$ cat src/rtl/pps_pkg.sv
// ----------------------------------------------------------------------------
// pps_pkg
// Types, sizes and codes shared by the priority scheduler and its channels.
// ----------------------------------------------------------------------------
`default_nettype none

package pps_pkg;

	// task table size and derived widths
	localparam int MAX_TASKS = 32;
	localparam int IDX_W     = (MAX_TASKS > 1) ? $clog2(MAX_TASKS) : 1;
	localparam int CNT_W     = $clog2(MAX_TASKS + 1);
	localparam int ID_W      = 6;

	// operation codes of an input word
	localparam logic OP_LOAD = 1'b0;
	localparam logic OP_TICK = 1'b1;

	// result kinds
	localparam logic [1:0] KIND_LOAD_OK  = 2'd0;
	localparam logic [1:0] KIND_LOAD_REJ = 2'd1;
	localparam logic [1:0] KIND_IDLE     = 2'd2;
	localparam logic [1:0] KIND_RAN      = 2'd3;

	// input word
	typedef struct packed {
		logic        op;
		logic [15:0] arrival;
		logic [15:0] burst;
		logic [7:0]  prio;
	} req_t;

	// result word
	typedef struct packed {
		logic [1:0]      kind;
		logic [ID_W-1:0] task_id;
		logic [31:0]     time_end;
		logic            finished;
		logic [31:0]     turnaround;
		logic [31:0]     waiting;
		logic [31:0]     sum_waiting;
		logic [31:0]     sum_turnaround;
		logic            all_done;
	} rsp_t;

	// one entry of the task table
	typedef struct packed {
		logic [15:0] arrival;
		logic [15:0] burst;
		logic [7:0]  prio;
		logic [15:0] left;
	} task_rec_t;

	// sequencer states
	typedef enum logic [2:0] {
		ST_IDLE,
		ST_SCAN,
		ST_DRAIN,
		ST_UPDATE,
		ST_RESP
	} state_t;

endpackage

`default_nettype wire

$ cat src/rtl/pps_if.sv
// ----------------------------------------------------------------------------
// pps_req_if / pps_rsp_if
// Valid/ready channels carrying scheduler input words and result words.
// ----------------------------------------------------------------------------
`default_nettype none

interface pps_req_if;
	import pps_pkg::*;
	logic valid;
	logic ready;
	req_t data;

	modport source (output valid, output data, input ready);
	modport sink (input valid, input data, output ready);
endinterface

interface pps_rsp_if;
	import pps_pkg::*;
	logic valid;
	logic ready;
	rsp_t data;

	modport source (output valid, output data, input ready);
	modport sink (input valid, input data, output ready);
endinterface

`default_nettype wire

$ cat src/rtl/preemptive_priority_scheduler_top.sv
// ----------------------------------------------------------------------------
// preemptive_priority_scheduler_top
// Task table with a one-unit-per-tick preemptive priority scheduler.
// ----------------------------------------------------------------------------
// A load word goes from the idle state to the response state. A tick word
// scans the task table one entry per cycle through the single read port of
// the table memory, then passes the drain and update states on its way to
// the response state; a tick on an empty table goes straight there. One word
// is in work at a time; the result register lets the next word in while a
// result waits to be taken. The table needs no clearing pass after reset:
// only entries below the task count are ever used.
`default_nettype none

module preemptive_priority_scheduler_top
	import pps_pkg::*;
(
	input  wire logic     clk,
	input  wire logic     arst_n,
	pps_req_if.sink       req,
	pps_rsp_if.source     rsp
);

	// state registers
	state_t            state_q, state_d;
	logic [CNT_W-1:0]  task_count_q;
	logic [CNT_W-1:0]  done_count_q;
	logic [31:0]       clock_q;
	logic [31:0]       total_wait_q;
	logic [31:0]       total_turn_q;

	// scan control and best candidate
	logic [IDX_W-1:0]  scan_q;
	logic              found_q;
	logic [IDX_W-1:0]  best_idx_q;
	task_rec_t         best_q;

	// memory read stage
	task_rec_t         rd_s1;
	logic [IDX_W-1:0]  idx_s1;
	logic              vld_s1;

	// pending result fields
	logic [1:0]        kind_q;
	logic [ID_W-1:0]   id_q;
	logic              fin_q;
	logic [31:0]       turn_q;
	logic [31:0]       wait_q;

	// result register
	logic              out_valid_q;
	rsp_t              out_q;

	// task table
	task_rec_t         mem [MAX_TASKS];

	// combinational control
	logic              accept;
	logic              load_ok;
	logic              scan_last;
	logic              rsp_free;
	logic              mem_we;
	logic [IDX_W-1:0]  wr_idx;
	task_rec_t         wr_rec;
	logic              cand_ready;
	logic              cand_better;
	logic [15:0]       left_new;
	logic [31:0]       clock_inc;
	logic [31:0]       turn_new;
	logic [31:0]       wait_new;

	assign accept    = req.valid && req.ready;
	assign load_ok   = (task_count_q != CNT_W'(MAX_TASKS)) && (req.data.burst != 16'd0);
	assign scan_last = (CNT_W'(scan_q) + CNT_W'(1)) == task_count_q;
	assign rsp_free  = !out_valid_q || rsp.ready;
	assign left_new  = best_q.left - 16'd1;
	assign clock_inc = clock_q + 32'd1;
	assign turn_new  = clock_inc - {16'd0, best_q.arrival};
	assign wait_new  = turn_new - {16'd0, best_q.burst};

	// candidate compare on the word read last cycle
	assign cand_ready  = ({16'd0, rd_s1.arrival} <= clock_q) && (rd_s1.left != 16'd0);
	assign cand_better = !found_q || (rd_s1.prio > best_q.prio) ||
		((rd_s1.prio == best_q.prio) && (rd_s1.arrival < best_q.arrival));

	// next state
	always_comb begin
		state_d = state_q;
		case (state_q)
			ST_IDLE: begin
				if (accept) begin
					if (req.data.op == OP_TICK && task_count_q != '0) state_d = ST_SCAN;
					else state_d = ST_RESP;
				end
			end
			ST_SCAN: begin
				if (scan_last) state_d = ST_DRAIN;
			end
			ST_DRAIN:  state_d = ST_UPDATE;
			ST_UPDATE: state_d = ST_RESP;
			ST_RESP: begin
				if (rsp_free) state_d = ST_IDLE;
			end
			default:   state_d = ST_IDLE;
		endcase
	end

	// outputs of the sequencer
	always_comb begin
		req.ready = 1'b0;
		mem_we    = 1'b0;
		wr_idx    = best_idx_q;
		wr_rec    = '{arrival: best_q.arrival, burst: best_q.burst,
			prio: best_q.prio, left: left_new};
		case (state_q)
			ST_IDLE: begin
				req.ready = 1'b1;
				wr_idx    = task_count_q[IDX_W-1:0];
				wr_rec    = '{arrival: req.data.arrival, burst: req.data.burst,
					prio: req.data.prio, left: req.data.burst};
				mem_we    = req.valid && req.data.op == OP_LOAD && load_ok;
			end
			ST_UPDATE: mem_we = found_q;
			default: ;
		endcase
	end

	// table memory, one write and one registered read per cycle
	always_ff @(posedge clk) begin
		if (mem_we) mem[wr_idx] <= wr_rec;
		rd_s1  <= mem[scan_q];
		idx_s1 <= scan_q;
	end

	// sequencer and scheduler state
	always_ff @(posedge clk or negedge arst_n) begin
		if (!arst_n) begin
			state_q      <= ST_IDLE;
			task_count_q <= '0;
			done_count_q <= '0;
			clock_q      <= '0;
			total_wait_q <= '0;
			total_turn_q <= '0;
			scan_q       <= '0;
			found_q      <= 1'b0;
			vld_s1       <= 1'b0;
			out_valid_q  <= 1'b0;
		end else begin
			state_q <= state_d;
			vld_s1  <= (state_q == ST_SCAN);

			// load counts, empty-table clock step, start a scan
			if (state_q == ST_IDLE && accept) begin
				scan_q  <= '0;
				found_q <= 1'b0;
				if (req.data.op == OP_LOAD) begin
					if (load_ok) task_count_q <= task_count_q + CNT_W'(1);
				end else if (task_count_q == '0) begin
					clock_q <= clock_inc;
				end
			end

			if (state_q == ST_SCAN) scan_q <= scan_q + IDX_W'(1);

			// keep the best ready task seen so far
			if (vld_s1 && cand_ready && cand_better) found_q <= 1'b1;

			// one unit of work, completion bookkeeping
			if (state_q == ST_UPDATE) begin
				clock_q <= clock_inc;
				if (found_q && left_new == 16'd0) begin
					done_count_q <= done_count_q + CNT_W'(1);
					total_wait_q <= total_wait_q + wait_new;
					total_turn_q <= total_turn_q + turn_new;
				end
			end

			// result register valid
			if (state_q == ST_RESP && rsp_free) out_valid_q <= 1'b1;
			else if (rsp.ready) out_valid_q <= 1'b0;
		end
	end

	// payload registers
	always_ff @(posedge clk) begin
		if (vld_s1 && cand_ready && cand_better) begin
			best_q     <= rd_s1;
			best_idx_q <= idx_s1;
		end

		// pending result fields
		if (state_q == ST_IDLE && accept) begin
			fin_q  <= 1'b0;
			turn_q <= '0;
			wait_q <= '0;
			if (req.data.op == OP_LOAD) begin
				if (load_ok) begin
					kind_q <= KIND_LOAD_OK;
					id_q   <= ID_W'(task_count_q + CNT_W'(1));
				end else begin
					kind_q <= KIND_LOAD_REJ;
					id_q   <= '0;
				end
			end else begin
				kind_q <= KIND_IDLE;
				id_q   <= '0;
			end
		end
		if (state_q == ST_UPDATE) begin
			if (found_q) begin
				kind_q <= KIND_RAN;
				id_q   <= ID_W'(CNT_W'(best_idx_q) + CNT_W'(1));
				if (left_new == 16'd0) begin
					fin_q  <= 1'b1;
					turn_q <= turn_new;
					wait_q <= wait_new;
				end
			end else begin
				kind_q <= KIND_IDLE;
			end
		end

		// hand the result to the output register
		if (state_q == ST_RESP && rsp_free) begin
			out_q.kind           <= kind_q;
			out_q.task_id        <= id_q;
			out_q.time_end       <= clock_q;
			out_q.finished       <= fin_q;
			out_q.turnaround     <= turn_q;
			out_q.waiting        <= wait_q;
			out_q.sum_waiting    <= total_wait_q;
			out_q.sum_turnaround <= total_turn_q;
			out_q.all_done       <= (done_count_q == task_count_q);
		end
	end

	assign rsp.valid = out_valid_q;
	assign rsp.data  = out_q;

	// table writes only on a load or a work update
	a_write_state: assert property (@(posedge clk) disable iff (!arst_n)
		mem_we |-> (state_q == ST_IDLE || state_q == ST_UPDATE))
		else $error("table write outside load or update");

	// completed tasks never outnumber loaded tasks
	a_done_count: assert property (@(posedge clk) disable iff (!arst_n)
		done_count_q <= task_count_q)
		else $error("done count above task count");

	// a result only appears after the response state
	a_rsp_source: assert property (@(posedge clk) disable iff (!arst_n)
		$rose(out_valid_q) |-> $past(state_q) == ST_RESP)
		else $error("result valid without response state");

	// the scan reads only loaded entries
	a_scan_range: assert property (@(posedge clk) disable iff (!arst_n)
		state_q == ST_SCAN |-> CNT_W'(scan_q) < task_count_q)
		else $error("scan past loaded entries");

	// a chosen task always has work left
	a_best_left: assert property (@(posedge clk) disable iff (!arst_n)
		(state_q == ST_UPDATE && found_q) |-> best_q.left != 16'd0)
		else $error("chosen task has no work left");

endmodule

`default_nettype wire

$ cat src/flat_wrapper.sv
// flat-port wrapper written by rule: the top's interface ports become plain ports
module preemptive_priority_scheduler_top_flat import pps_pkg::*;
  (clk, arst_n, req_valid, req_data, req_ready, rsp_valid, rsp_data, rsp_ready);
  pps_req_if req_i ();
  pps_rsp_if rsp_i ();
  input  wire logic clk;
  input  wire logic arst_n;
  input wire logic [$bits(req_i.valid)-1:0] req_valid;
  input wire logic [$bits(req_i.data)-1:0] req_data;
  output wire logic [$bits(req_i.ready)-1:0] req_ready;
  output wire logic [$bits(rsp_i.valid)-1:0] rsp_valid;
  output wire logic [$bits(rsp_i.data)-1:0] rsp_data;
  input wire logic [$bits(rsp_i.ready)-1:0] rsp_ready;
  assign req_i.valid = req_valid;
  assign req_i.data = req_data;
  assign req_ready = req_i.ready;
  assign rsp_valid = rsp_i.valid;
  assign rsp_data = rsp_i.data;
  assign rsp_i.ready = rsp_ready;
  preemptive_priority_scheduler_top u_core (.clk(clk), .arst_n(arst_n), .req(req_i), .rsp(rsp_i));
endmodule
$ cat config.mk
export PLATFORM = sky130hd
export DESIGN_NAME = preemptive_priority_scheduler_top_flat
export DESIGN_NICKNAME = d
export VERILOG_FILES = /design/src/rtl/pps_pkg.sv /design/src/rtl/pps_if.sv /design/src/rtl/preemptive_priority_scheduler_top.sv /design/src/flat_wrapper.sv
export SDC_FILE = /design/constraint.sdc
export NUM_CORES = 2
export LEC_CHECK = 0
export ABC_AREA = 1
export BUFFER_PORTS_ARGS = -buffer_cell sky130_fd_sc_hd__buf_2
export CORE_MARGIN = 8
export CORE_UTILIZATION = 25
export DETAILED_ROUTE_END_ITERATION = 16
export PLACE_DENSITY = 0.41
export SYNTH_ARGS = -nofsm -noshare
export SYNTH_HDL_FRONTEND = slang
export SYNTH_SLANG_ARGS = --single-unit
$ cat constraint.sdc
create_clock -name clk -period 8.04 [get_ports clk]
set_clock_uncertainty 0.2 [all_clocks]
set_input_delay 1.608 -clock clk [delete_from_list [all_inputs] [get_ports clk]]
set_output_delay 1.608 -clock clk [all_outputs]
set_load 0.02 [all_outputs]
==> results by group <==
Floorplan
  • Top-Level Pins: 217
  • FP Rows: 225
  • Starting density of the core: 25.1%
  • Core Area: 375000 um2
  • Die W: 629 um
  • Chip height: 629 um
  • Die Footprint: 396000 um2

Route
  • Drt total wl: 330 mm
  • DR WL/cell: 24.8 um
  • Final antenna-violating net count: 0
  • DR DRC count: 0
  • First-pass detailed-route iteration total: 5
  • DRT iter0 DRCs: 5163
  • Via/cell ratio: 4.75
  • Vias after detailed routing: 63000

STA
  • Slew margin rel.: 12.9%
  • Sum Neg Setup Slack: 0 ns
  • Final min period: 7.38 ns
  • RSZ-0062 raised after global routing: no
  • Fmax: 136 MHz
  • Worst-Margin Slew: 1.31 ns
  • Tcrit/Tclk final: 91.8%
  • Final Max Tran Viols: 0
  • Final setup violation count: 0
  • Hold Violations, Final: 0

Synth
  • Dominant synthesized flop cell: edfxtp_1
  • Yosys top cell area share: 64.7%
  • Post-synthesis cell area: 93900 um2
  • Cells after Synth: 7890
  • Synthesis warning total: 0
  • Syn avg cell area: 11.9 um2
  • Seq/Total Area, Yosys: 70.7%
  • Ranking of synthesized cells by area: edfxtp_1 (65%), o21ai_0 (6.6%), nor2_1 (5.0%)
  • Synth Register Bits: 2276
  • Area leader, netlist: edfxtp_1
  • Unique masters post-synth: 62
  • Syn nets: 8074
  • Post-synth EDFFs: 2025
  • Post-synthesis async set-or-reset flop share: 5.23%

Clock tree
  • Clock latency on the worst-skew pair: 0.92 ns
  • Max Root-Sink Buffers: 4
  • Clock sink count: 2276
  • TritonCTS buffer count: 247
  • Root Driver: clkbuf_16
  • CTS tree: built
  • CTS hold repair buffers: 0
  • H-Tree Depth: 4
  • Buffers inserted by post-CTS timing repair: 0
  • Clock Pin Slew Worst Setup and Hold Paths: 0.06 ns

Hold path
  • Worst Hold Class: reg -> reg
  • Worst min-delay path startpoint: u_core.rd_s1[29]
  • Hold Path Stages: 0
  • Hold endpoint: u_core.best_q[29]

Cells and area
  • Final Core Density: 29.3%
  • Design Area, Final: 110000 um2
  • Final cell count without fillers: 13300
  • Layout area overhead: 16.9%
  • Nets: 8255
  • Layout cells sized above 1: 11.3%

Worst setup path
  • Worst setup startpoint: u_core.clock_q[0]
  • Reg2Reg Depth: 32
  • Critical path's largest stage delay: 0.53 ns
  • Crit path arrival time: 7.91 ns
  • CP endpoint kind: flop
  • Most common cell on crit path: nand2_1
  • Critical Path Slowest Stage Cell: dfrtp_1
  • Crit path required time: 8.58 ns
  • Nature of the critical path startpoint: flop
  • Worst r2r dst: u_core.total_wait_q[29]
  • Setup slack, reg-to-reg: 0.66 ns
  • CP max FO: 7
  • Setup CP Type: reg -> reg
  • Reg-to-reg critical path startpoint: u_core.clock_q[0]

Global route
  • Global Route met3 Usage: 1.93%
  • Met2 GRT Util: 27.0%
  • Number of global-route vias before repair: 61900
  • Gr busiest metal: met2
  • Pin count of the biggest net entering global routing: 187
  • Initial antenna violation count: 15
  • Global route overflow: 0
  • GRT met1 Usage: 21.8%
  • Global-route usage over all layers: 15.9%
  • First-pass GRT wire length: 468 mm

Place
  • Dpl cells: 12800
  • IO buf count: 216
  • GP Congestion: 0.824
  • DP HPWL: 189 mm
  • Area after DPL: 102000 um2

Job
  • Max-Cap Viols: 0

Pwr
  • Worst vdd ir: 0.180 mV
  • P per Cell Area: 221 nW/um2
  • LEAKAGE: 35.9 nW

Status
  • Status: finished clean
[critical path: cells and delay by family (launching register included)]
family / cells / cell delay (ns)
compound gates: 8 / 1.62
xor+xnor: 4 / 1.22
fa+ha+maj: 4 / 1.28
buf+inv: 3 / 0.26
flops: 1 / 0.53
simple gates: 13 / 2.10
[power by group]
group / internal [W] / switching, W
Sequential: 0.0127 / 0.0000000000000000000570
Combinational: 0.00000884 / 0.0000366
Clock: 0.00671 / 0.00485
[layout make-up]
cell class | count | area, um2
diodes | 5 | 12.5
multi-input cells | 4803 | 24700
repair buffers | 367 | 2670
flip-flops and latches | 2276 | 66400
clock inverters | 140 | 1440
well taps | 4994 | 6250
inverters | 376 | 1510
fillers | 38300 | 265000
clock buffers | 320 | 6720
[cell usage in the layout (no fill, tap or decap), types with 14 or more instances in the layout]
cell type	instances
a21oi_1	188
buf_12	35
buf_2	215
buf_4	114
bufinv_16	26
clkbuf_1	50
clkbuf_16	250
clkbuf_8	20
clkinv_1	35
clkinv_2	52
clkinvlp_4	14
dfrtp_1	114
dfxtp_1	132
edfxtp_1	2025
ha_1	135
inv_1	328
inv_2	19
inv_4	23
mux2i_1	21
nand2_1	831
nand2_2	21
nand3_1	195
nand4_1	44
nor2_1	1232
nor2_2	14
nor2_4	24
nor3_1	34
nor4_1	14
o21ai_0	1187
o21ai_1	15
o21ai_2	47
o22ai_1	529
o31ai_1	25
xnor2_1	35
xor2_1	95
[layer usage]
metal / share of wire [%] / vias to the layer above
met5: 0 / -
met3: 4.5 / 359
met1: 46 / 32300
met2: 48 / 1560
met4: 2.1 / 0
li1: - / 28900
[sequential cells by signal (all words and copies together), names as in the netlist]
register	cells
u_core.best_idx_q	5
u_core.best_q	56
u_core.clock_q	32
u_core.done_count_q	6
u_core.fin_q	1
u_core.found_q	1
u_core.id_q	6
u_core.idx_s1	5
u_core.kind_q	2
u_core.mem	1792
u_core.rd_s1	56
u_core.rsp.data	170
u_core.rsp.valid	1
u_core.scan_q	5
u_core.state_q	3
u_core.task_count_q	6
u_core.total_turn_q	32
u_core.total_wait_q	32
u_core.turn_q	32
u_core.vld_s1	1
u_core.wait_q	32
[stage by stage]
step / hold WS (ns) / setup WS, ns / total power, W
2_1_floorplan: 0.145 / 0.712 / 0.0129
3_3_place_gp: 0.187 / 0.643 / 0.0130
3_5_place_dp: 0.189 / 0.495 / 0.0130
4_1_cts: 0.203 / 0.436 / 0.0246
5_1_grt: 0.210 / 0.0354 / 0.0250
6_report: 0.202 / 0.661 / 0.0243
[kinds of logic (layout without fill, tap and decap cells)]
group,Yosys count,in the layout,synth area share (%)
AOI/OAI and AO/OA,2062,2062,12.0
xor gates and xnor gates,133,133,1.27
adders and majority gates,139,139,1.88
buffers and inverters,811,1203,3.26
DFF,2276,2276,70.7
muxes,21,21,0.224
other,0,5,0
and+or+nand+nor,2448,2448,10.6
[timing repair]
item                                    4_1_cts  5_1_grt
gates resized for setup                       0        3
endpoints found under the setup margin        0        2
hold endpoints to repair                      0        0
[cells in the mapped netlist (all sizes together) (2+ instances only)]
cell       n
dfxtp    132
o31ai     25
o22ai    529
or2        5
o21bai     9
clkbuf   393
nand4     45
inv      372
o211ai     2
mux2i     21
buf       42
o21ai   1249
nor2    1271
nand3    201
nand3b     7
or4        3
a31oi      7
clkinv     4
a32o       6
a211oi     3
xor2      97
fa         4
a21boi    14
o221ai     6
a21oi    192
ha       135
edfxtp  2025
nand2    860
nor3      38
a22oi      4
xnor2     35
o21a       6
nor4      15
dfrtp    119
a21o       5
and3       2
[how the worst max path moves through the flow]
stage                              end  slack [ns]  depth (start not counted)
2_1_floorplan        u_core.mem[15][0]        0.71                          7
3_3_place_gp   u_core.total_wait_q[29]        0.64                         32
3_5_place_dp   u_core.total_wait_q[29]        0.49                         37
4_1_cts        u_core.total_wait_q[29]        0.44                         37
5_1_grt        u_core.total_wait_q[29]        0.04                         35
6_report       u_core.total_wait_q[29]        0.66                         32
Power figures use the tool's default switching activity.
